[config.mk]
export PLATFORM = sky130hd
export DESIGN_NAME = tlkcd_cell
export DESIGN_NICKNAME = d
export VERILOG_FILES = /design/src/hw/rtl/tlkcd_pkg.sv /design/src/hw/rtl/tlkcd_cell.sv
export SDC_FILE = /design/constraint.sdc
export NUM_CORES = 1
export LEC_CHECK = 0
export ABC_CLOCK_PERIOD_IN_PS = 4750
export BUFFER_PORTS_ARGS = -buffer_cell sky130_fd_sc_hd__buf_4
export CAP_MARGIN = 10
export CORE_AREA = 8 8 251 253
export CTS_CLUSTER_SIZE = 16
export DETAILED_ROUTE_END_ITERATION = 8
export DIE_AREA = 0 0 259 261
export PLACE_DENSITY_LB_ADDON = 0.08
export SLEW_MARGIN = 5
export SYNTH_ARGS = -nofsm -noshare
export SYNTH_HDL_FRONTEND = slang
export SYNTH_SLANG_ARGS = --single-unit
[constraint.sdc]
create_clock -name clk_i -period 4.75 [get_ports clk_i]
set_clock_uncertainty 0.1 [all_clocks]
set_input_delay 0.2375 -clock clk_i [delete_from_list [all_inputs] [get_ports clk_i]]
set_output_delay 0.2375 -clock clk_i [all_outputs]
set_load 0.01 [all_outputs]
[src/hw/rtl/tlkcd_pkg.sv]
// Shared types and constants for the tagged LRU key cache directory.
package tlkcd_pkg;

  localparam int unsigned ENTRIES_DEF    = 8;
  localparam int unsigned SALT_BYTES_DEF = 16;
  localparam int unsigned IDX_W          = 6;
  localparam int unsigned STAMP_W        = 64;
  localparam int unsigned HASH_W         = 256;
  localparam int unsigned SALT_W         = 128;
  localparam int unsigned ROUND_W        = 32;

  typedef enum logic [1:0] {
    STATUS_HIT     = 2'd0,
    STATUS_MISS    = 2'd1,
    STATUS_REJECT  = 2'd2,
    STATUS_FLUSHED = 2'd3
  } status_e;

  typedef struct packed {
    logic               flush;
    logic [HASH_W-1:0]  hash;
    logic [SALT_W-1:0]  salt;
    logic [ROUND_W-1:0] rounds;
  } req_t;

  typedef struct packed {
    logic               hit;
    logic [IDX_W-1:0]   hit_idx;
    logic               inv;
    logic [IDX_W-1:0]   inv_idx;
    logic               have;
    logic [STAMP_W-1:0] best_stamp;
    logic [IDX_W-1:0]   best_idx;
  } acc_t;

  typedef struct packed {
    logic               flush;
    logic               install;
    logic               stamp_wr;
    logic [IDX_W-1:0]   sel;
    logic [STAMP_W-1:0] stamp;
  } upd_t;

endpackage

[src/hw/rtl/tlkcd_cell.sv]
// One directory entry with its stage of the search and victim chain.
module tlkcd_cell #(
  parameter int unsigned INDEX = 0
) (
  input  logic            clk_i,
  input  logic            rst_ni,
  input  logic            active_i,
  input  tlkcd_pkg::req_t req_i,
  input  tlkcd_pkg::acc_t acc_i,
  input  tlkcd_pkg::upd_t upd_i,
  output tlkcd_pkg::acc_t acc_o
);
  import tlkcd_pkg::*;

  localparam logic [IDX_W-1:0] MY_IDX = IDX_W'(INDEX);

  logic               valid_q, valid_d;
  logic [STAMP_W-1:0] stamp_q, stamp_d;
  logic [HASH_W-1:0]  hash_q;
  logic [SALT_W-1:0]  salt_q;
  logic [ROUND_W-1:0] rounds_q;
  acc_t               acc_q, acc_d;
  logic               match;
  logic               sel;

  assign match = valid_q && (rounds_q == req_i.rounds) && (hash_q == req_i.hash) &&
                 (salt_q == req_i.salt);
  assign sel   = (upd_i.sel == MY_IDX);

  always_comb begin
    acc_d = acc_i;
    if (active_i) begin
      if (!acc_i.hit && match) begin
        acc_d.hit     = 1'b1;
        acc_d.hit_idx = MY_IDX;
      end
      if (!acc_i.inv && !valid_q) begin
        acc_d.inv     = 1'b1;
        acc_d.inv_idx = MY_IDX;
      end
      if (!acc_i.have || (stamp_q < acc_i.best_stamp)) begin
        acc_d.have       = 1'b1;
        acc_d.best_stamp = stamp_q;
        acc_d.best_idx   = MY_IDX;
      end
    end
  end

  always_comb begin
    valid_d = valid_q;
    stamp_d = stamp_q;
    if (upd_i.flush) begin
      valid_d = 1'b0;
      stamp_d = '0;
    end else begin
      if (upd_i.install && sel) valid_d = 1'b1;
      if (upd_i.stamp_wr && sel) stamp_d = upd_i.stamp;
    end
  end

  always_ff @(posedge clk_i or negedge rst_ni) begin
    if (!rst_ni) begin
      valid_q <= 1'b0;
      stamp_q <= '0;
    end else begin
      valid_q <= valid_d;
      stamp_q <= stamp_d;
    end
  end

  always_ff @(posedge clk_i) begin
    acc_q <= acc_d;
    if (!upd_i.flush && upd_i.install && sel) begin
      hash_q   <= req_i.hash;
      salt_q   <= req_i.salt;
      rounds_q <= req_i.rounds;
    end
  end

  assign acc_o = acc_q;

endmodule

==> impl_metrics.toml, run 1 <==
[route]
wl_per_cell_um = 22.1
first_iter_violations = 1037
routed_wl_um = 89000
ant_nets = 0
via_count = 19816
first_pass_iters = 5
drc = 0
viasPerCell = 4.92

[layout]
layout.nets = 3804
final_layout_size_suffix_gt1_frac = 0.258
fill_cells = 4479
fin_area_mm2 = 0.0384
area.growth.synth_to_final_pct = 55.7

[setup_path]
crit_fanout = 49
worstSetupPathType = "register to register"
crit_arrival_ps = 4050
worst-path-buf-inv = 1
cpLargestDelayFamily = "simple AND/OR/NAND/NOR gates"
slowest_stage = "buf_4"
cp-start-kind = "register"
cp.depth = 9
critPathMaxStageDelay_ps = 600
reg2reg_depth = 9
cp.required_ps = 5120
worstSetupEndpointType = "register"
cp_cell_sequence = "ha_1, nand3_2, or4_1, or4_4, o221ai_1, o22ai_1, o31ai_4, buf_4, mux2_2"

[power]
netSwitchingFraction = 0.223
p_leak_nw = 15.7
internal_power_mw = 9.09
power_frac_comb = 0.117
powerDensity_mw_per_mm2 = 305
power_frac_seq = 0.460
p_switching_mw = 2.61
clockPowerShare = 0.423
vdd_drop_max_v = 0.000278

[die]
coreArea_mm2 = 0.0593
fp.dieH_um = 261
row_count = 90
io_pins = 663
dieWidth_um = 259
fp.dieArea_mm2 = 0.0676
start_util = 0.415

[run_status]
status = "complete, no violations"

[place]
gp_congestion = 0.872
place_ws_ps = 1090
place_area_mm2 = 0.0306
portBuffers = 661
dp_hpwl_um = 66700

[global_routing]
grt_usage = 0.256
first_global_vias = 21643
grt_first_pass_wirelength_um = 131000
grt_antenna_before_repair = 35
grt_max_degree = 122
overflow = 0

[clock_network]
clkTransAtPathRegs_ps = 60
cts_num_sinks = 566
insertion_delay_ps = 590
cts.htree.levels = 3
cts_setup_buffers = 0
cts_tree = "done"
root_buffer = "clkbuf_16"
ctsLongestPathBuffers = 3
numCtsBuffers = 66

[logic_synthesis]
syn_inst = 1884
synth_seq_cells = 566
synth-main-ff-cell = "edfxtp_1"
synth.distinct_cells = 52
syn_avg_cell_area_um2 = 13.1
ys_seq_area_frac = 0.642
synth_edf_count = 416
ys_async_sr_fraction = 0.115
synth_nets = 2525
netlist_area_mm2 = 0.0247
synth_warnings = 0

[hold_path]
hold_class = "primary input to register"
whs_path_depth = 4

[timing]
fin_tns_setup_ps = 0
fmax_ghz = 0.271
fin_ws_ps = 1070
hold_violations = 0
worst_pin_slew_ps = 1130
max_slew_margin = 0.228
min_period_ps = 3680
setup_violations = 0
slew_violations = 0
rsz0062_at_grt = "no"
min_period_over_period = 0.776

[job]
drv_cap = 0
[registers in the layout, indices dropped and copies added, names as in the netlist]
signal / flops
hash_q: 256
salt_q: 128
acc_o: 85
stamp_q: 64
rounds_q: 32
valid_q: 1
[power groups by stage]
stage               registers [mW]  clock network [mW]  logic (mW)
global route                  5.39                5.25        1.46
detailed placement            5.49                   0       0.929
floorplan                     5.50                   0       0.280
CTS                           5.39                5.06        1.36
global placement              5.49                   0       0.911
finish                        5.39                4.95        1.37
[cells in the final DEF (no fill, tap or decap), types with 6 or more instances in the layout]
cell type      netlist  final
o21ai_0             12     12
a22oi_1              6      6
nand4_1             62     62
inv_1              196    196
a21oi_1             92     92
o22ai_1             46     46
clkinv_1             0     11
dfxtp_1             85     85
nor2_1              12     12
nor4_1              49     49
o2111ai_1           17     17
mux2_2              60     60
nand2_1            149    149
clkinv_2             0      8
clkbuf_16            0     67
a21boi_0             6      6
dfrtp_1             65     65
xnor2_1            149    149
and2_1               6      6
nor2b_1            118    118
a2111oi_0           25     25
ha_1                63     63
a2111o_1            17     17
nand2b_1            51     51
dlygate4sd3_1        0    568
diode_2              0     33
edfxtp_1           416    416
xor2_1              82     82
buf_4                0    667
a22o_1              14     14
clkbuf_1            20     16
[cell usage after synthesis (all sizes together) (20+ instances only)]
library cell | number | area [um^2]
edfxtp | 416 | 12500
inv | 196 | 736
nand2 | 149 | 559
xnor2 | 149 | 1310
nor2b | 118 | 738
a21oi | 92 | 460
dfxtp | 85 | 1700
xor2 | 82 | 718
dfrtp | 65 | 1630
mux2 | 64 | 721
ha | 63 | 788
nand4 | 62 | 388
nand2b | 51 | 319
nor4 | 50 | 319
o22ai | 46 | 288
a2111oi | 25 | 219
clkbuf | 20 | 75.1
[tightest hold or removal path: cells and delay by family]
kind          cells  cell delay [ps]
buf+inv           1              140
simple gates      3              360
[timing repair]
| item | 4_1_cts | 5_1_grt |
|---|---|---|
| resized for setup | 0 | 0 |
| hold endpoints to repair | 630 | 0 |
| hold buffers | 568 | 0 |
[metal layers]
| layer | part of all wire | global-route usage | vias to the layer above |
|---|---|---|---|
| li1 | - | - | 9403 |
| met1 | 0.39 | 0.304 | 9582 |
| met2 | 0.51 | 0.446 | 651 |
| met3 | 0.065 | 0.0629 | 164 |
| met4 | 0.032 | 0.0964 | 16 |
| met5 | 0.0012 | 0 | - |
[cell families after synthesis]
group	share of synthesized area
AOI/OAI and AO/OA	0.0727
xor gates and xnor gates	0.0821
adders and majority gates	0.0320
buffers and inverters	0.0361
DFF	0.642
muxes	0.0292
and+or+nand+nor	0.106
[area by class of cell]
class	count	area, um^2	share of cell area
flip-flops and latches	566	15800	0.412
repair buffers	1238	10800	0.280
multi-input cells	1095	7950	0.207
clock buffers	85	1760	0.0460
well taps	782	978	0.0255
inverters	196	736	0.0192
clock inverters	30	299	0.00779
diodes	33	82.6	0.00215
[final timing paths]
| check | startpoint | end | slack, ps |
|---|---|---|---|
| max in group asynchronous | rst_ni | stamp_q[4] | 3680 |
| min reg2reg | stamp_q[63] | acc_o[69] | 410 |
| max | stamp_q[60] | acc_o[22] | 1070 |
| min | active_i | acc_o[76] | 90 |
| min in group asynchronous | rst_ni | stamp_q[58] | 240 |
| max reg2reg | stamp_q[60] | acc_o[22] | 1070 |
[through the flow]
step	total power, mW	util	cells	hold slack (ps)
final	11.7	0.647	4025	91.7
after global routing	12.1	0.646	4017	117
after CTS	11.8	0.645	3992	71.4
after detailed placement	6.42	0.515	3309	326
after global placement	6.40	0.515	3309	327
after floorplan	5.78	-	1884	-158
(Power assumes the default switching activity.)
==> run 2: changes to the inputs <==
Settings changed: ABC_CLOCK_PERIOD_IN_PS 4750 to 3300.
Clock period 4.75 ns to 3.3 ns, I/O delays scaled along.
==> impl_metrics.toml, run 2 (same netlist as run 1, synthesis figures left out) <==
[run_status]
status = "complete, no violations"

[route]
viasPerCell = 4.94
drc = 0
first_iter_violations = 1078
wl_per_cell_um = 22.3
routed_wl_um = 90700
first_pass_iters = 5
via_count = 20053
ant_nets = 0

[global_routing]
first_global_vias = 21478
grt_antenna_before_repair = 41
grt_usage = 0.258
overflow = 0
grt_first_pass_wirelength_um = 132000
grt_max_degree = 66

[timing]
max_slew_margin = 0.359
worst_pin_slew_ps = 962
fin_tns_setup_ps = 0
min_period_ps = 3140
fmax_ghz = 0.318
min_period_over_period = 0.952
slew_violations = 0
rsz0062_at_grt = "no"
setup_violations = 0
hold_violations = 0
fin_ws_ps = 158
holdWs_ps = 26.3

[layout]
register_area_mm2 = 0.0158
fill_cells = 4392
mostFrequentLayoutCells = "buf_4 (686), dlygate4sd3_1 (569), edfxtp_1 (416)"
final_common_cell = "buf_4"
multiInputGateArea_mm2 = 0.00800
fin_area_mm2 = 0.0388
layoutNonFillerInstCount = 4057
largest-register = "hash_q"
final_layout_size_suffix_gt1_frac = 0.268
final_core_util = 0.654
largest_reg_flops = 256
layout.nets = 3831
area.growth.synth_to_final_pct = 57.3

[setup_path]
cp_cell_sequence = "ha_4, nand3_2, or4_1, or4_4, o221ai_2, o22ai_2, o31ai_4, buf_6, clkbuf_16, mux2_2"
cp-start-kind = "register"
crit_arrival_ps = 3540
critPathMaxStageDelay_ps = 540
slowest_stage = "or4_1"
cp.required_ps = 3700
worstSetupEndpointType = "register"
worstSetupPathType = "register to register"
crit_fanout = 9

[power]
power_frac_comb = 0.120
clockPowerShare = 0.416
powerDensity_mw_per_mm2 = 431
netSwitchingFraction = 0.222
vdd_drop_max_v = 0.000382
p_total_mw = 16.7
internal_power_mw = 13.0
p_switching_mw = 3.70
power_frac_seq = 0.464
p_leak_nw = 15.9

[clock_network]
root_buffer = "clkbuf_16"
cts.htree.levels = 2
insertion_delay_ps = 630
clkTransAtPathRegs_ps = 60
cts_tree = "done"
numCtsBuffers = 61
cts_num_sinks = 566
ctsLongestPathBuffers = 3

[place]
place_ws_ps = 39.0
place_inst = 3334
dp_hpwl_um = 68400
place_area_mm2 = 0.0309
gp_congestion = 0.866
portBuffers = 661

[die]
row_count = 90
start_util = 0.415
io_pins = 663
coreArea_mm2 = 0.0593
fp.dieArea_mm2 = 0.0676
fp.dieH_um = 261
dieWidth_um = 259

[job]
drv_cap = 0

[hold_path]
hold_class = "primary input to register"
[run 2: cell count changes in the layout (fill, tap and decap cells not counted), moves of 2 or more]
cell,delta
buf_4,+19
clkinv_1,-10
buf_12,+8
clkbuf_8,+7
clkbuf_1,+6
clkinv_2,+4
clkinvlp_4,+3
inv_6,-3
clkinv_8,-2
nor4_1,-2
[run 2: per-layer routing]
metal	global-route usage	routed length, um	vias to the layer above	part of all wire
li1	-	-	9458	-
met1	0.305	34900	9722	0.38
met2	0.457	46900	689	0.52
met3	0.0689	6230	160	0.069
met4	0.0733	2490	24	0.027
met5	0	158	-	0.0017
[run 2: repair_timing]
action                     CTS  global route
hold buffers               569             0
buffers inserted             0             3
resized for setup            0             6
setup endpoints to repair    0            65
hold endpoints to repair   631             0
[run 2: critical path, delay by kind of cell (launching register included)]
kind / cells / cell delay, ps
AOI/OAI and AO/OA: 3 / 380
and+or+nand+nor: 3 / 1110
buffers and inverters: 2 / 370
adders and majority gates: 1 / 300
muxes: 1 / 330
DFF: 1 / 420
[run 2: worst paths after layout]
kind                        startpoint           to  slack [ps]  cells past startpoint
setup / recovery           stamp_q[60]    acc_o[30]         160                     10
hold / removal                active_i    acc_o[76]          30                      4
setup reg to reg           stamp_q[60]    acc_o[30]         160                     10
hold reg to reg            stamp_q[62]    acc_o[68]         420                      1
max in group asynchronous       rst_ni   stamp_q[8]        2330                      2
min in group asynchronous       rst_ni  stamp_q[58]         150                      2
[run 2: final cells by class]
| type | count | share of cell area |
|---|---|---|
| clock buffers | 95 | 0.0466 |
| well taps | 782 | 0.0252 |
| diodes | 32 | 0.00206 |
| repair buffers | 1270 | 0.287 |
| inverters | 196 | 0.0190 |
| multi-input cells | 1095 | 0.206 |
| flip-flops and latches | 566 | 0.408 |
| clock inverters | 21 | 0.00555 |
[run 2: power by group through the flow]
stage,combinational [mW],clock (mW),sequential [mW]
finish,2.01,6.95,7.75
global route,2.15,7.36,7.75
CTS,1.99,7.08,7.75
detailed placement,1.36,0,7.90
global placement,1.34,0,7.90
floorplan,0.403,0,7.92
==> run 3: changes to the inputs <==
Settings changed: ABC_CLOCK_PERIOD_IN_PS 3300 to 2700.
Clock period 3.3 ns to 2.7 ns, I/O delays scaled along.
==> impl_metrics.toml, run 3 (same netlist as run 1, synthesis figures left out) <==
[timing]
rsz0062_at_grt = "yes"
setup_violations = 77
fin_ws_ps = -427
max_slew_margin = 0.359
fin_tns_setup_ps = -28220
min_period_over_period = 1.16
slew_violations = 0
fmax_ghz = 0.320
hold_violations = 0
min_period_ps = 3130
worst_pin_slew_ps = 961

[setup_path]
cp_common_cell = "or4_4"
r2r_slack_ps = -430
worstSetupEndpointType = "register"
slowest_stage = "or4_4"
crit_fanout = 8
reg2reg_depth = 10
worstSetupEndpoint = "acc_o[46]"
critPathMaxStageDelay_ps = 540
startpoint = "stamp_q[60]"
worstSetupPathType = "register to register"
reg2reg_to = "acc_o[46]"
cp_cell_sequence = "ha_4, nand3_4, or4_4, or4_4, o221ai_2, o22ai_2, o31ai_4, clkbuf_16, buf_16, mux2_4"
crit_arrival_ps = 3530
cp-start-kind = "register"
r2r-start = "stamp_q[60]"
cp.required_ps = 3100

[route]
dr_wl_met3_um = 6620
via_count = 20549
drc = 0
wl_met1_um = 35700
ant_nets = 0
first_pass_iters = 5
wl_per_cell_um = 22.5
met2_length_um = 47700
maxUsedRoutingLayer = "met5"
first_iter_violations = 1266
viasPerCell = 4.95
routed_wl_um = 93200

[die]
io_pins = 663
coreArea_mm2 = 0.0593
row_count = 90
start_util = 0.415
fp.dieArea_mm2 = 0.0676
dieWidth_um = 259
fp.dieH_um = 261

[global_routing]
grt_antenna_before_repair = 49
grt_usage = 0.265
grt_first_pass_wirelength_um = 135000
overflow = 0
first_global_vias = 22227
grt_max_degree = 96

[clock_network]
root_buffer = "clkbuf_16"
ctsLongestPathBuffers = 3
insertion_delay_ps = 620
cts.htree.levels = 2
cts_tree = "done"
clkTransAtPathRegs_ps = 60
cts_num_sinks = 566
numCtsBuffers = 60

[run_status]
violations = "negative setup slack"
status = "finished, violations left"

[place]
portBuffers = 661
place_ws_ps = -601
place_area_mm2 = 0.0317
dp_hpwl_um = 69500
gp_congestion = 0.887
place_inst = 3401

[layout]
largest-register = "hash_q"
final_core_util = 0.675
layoutNonFillerInstCount = 4151
area.growth.synth_to_final_pct = 62.6
final_common_cell = "buf_4"
final_layout_size_suffix_gt1_frac = 0.292
largest_reg_flops = 256
mostFrequentLayoutCells = "buf_4 (748), dlygate4sd3_1 (586), edfxtp_1 (416)"
layout.nets = 3918
fin_area_mm2 = 0.0401

[power]
vdd_drop_max_v = 0.000466
powerDensity_mw_per_mm2 = 508
p_leak_nw = 16.6

[job]
drv_cap = 0

[hold_path]
hold_class = "primary input to register"
run 3: cell types whose count changed in the layout (fill, tap and decap cells not counted), sizes merged:
cell         delta
dlygate4sd3    +17
clkinvlp        -1
clkinv          +1
buf            +69
diode           +8
inv             +2
bufinv          -2
run 3: what timing repair did:
action                                  4_1_cts  5_1_grt
hold endpoints to repair                    636        5
gates resized for setup                      42       16
cloned                                        2        6
buffers inserted                              2        0
endpoints found under the setup margin       77       82
hold buffers                                586        1
pin swaps                                    19       10
run 3: worst max-delay path, delay by kind of cell (launching register included):
kind,cells,cell delay [ps]
fa+ha+maj,1,300
simple gates,3,1090
flops,1,410
mux,1,300
buf+inv,2,410
compound gates,3,390
run 3: stage by stage:
step | power (mW) | hold slack, ps
finish | 20.4 | 41.7
global placement | 11.4 | 225
global route | 21.0 | 47.1
detailed placement | 11.4 | 225
floorplan | 10.2 | -261
CTS | 20.5 | 97.0
run 3: power breakdown:
part	switching (mW)	total (mW)	internal, mW	leakage [nW]
registers	0.0450	9.48	9.43	5.35
clock network	3.51	8.28	4.78	0.970
logic	1.02	2.61	1.59	10.2
total	4.57	20.4	15.8	16.6
run 3: final cells by class:
| type | count | area (um^2) |
|---|---|---|
| Fill cell | 4314 | 19300 |
| Clock inverter | 21 | 165 |
| Tap cell | 782 | 978 |
| Sequential cell | 566 | 15800 |
| Inverter | 196 | 736 |
| Multi-Input combinational cell | 1095 | 8480 |
| Timing Repair Buffer | 1358 | 12000 |
| Clock buffer | 93 | 1800 |
| Antenna cell | 40 | 100 |
run 3: how the worst min path moves through the flow:
stage	to	startpoint	cells past startpoint	slack, ps
5_1_grt	salt_q[55]	upd_i[64]	3	50
6_report	hash_q[223]	upd_i[64]	3	40
3_3_place_gp	hash_q[187]	req_i[347]	1	220
2_1_floorplan	stamp_q[0]	rst_ni	0	-260
4_1_cts	stamp_q[53]	upd_i[70]	4	100
3_5_place_dp	rounds_q[17]	req_i[17]	1	230
run 3: metal layers:
metal | vias up | track usage
li1 | 9670 | -
met1 | 9968 | 0.307
met2 | 704 | 0.461
met3 | 183 | 0.0757
met4 | 24 | 0.101
met5 | - | 0
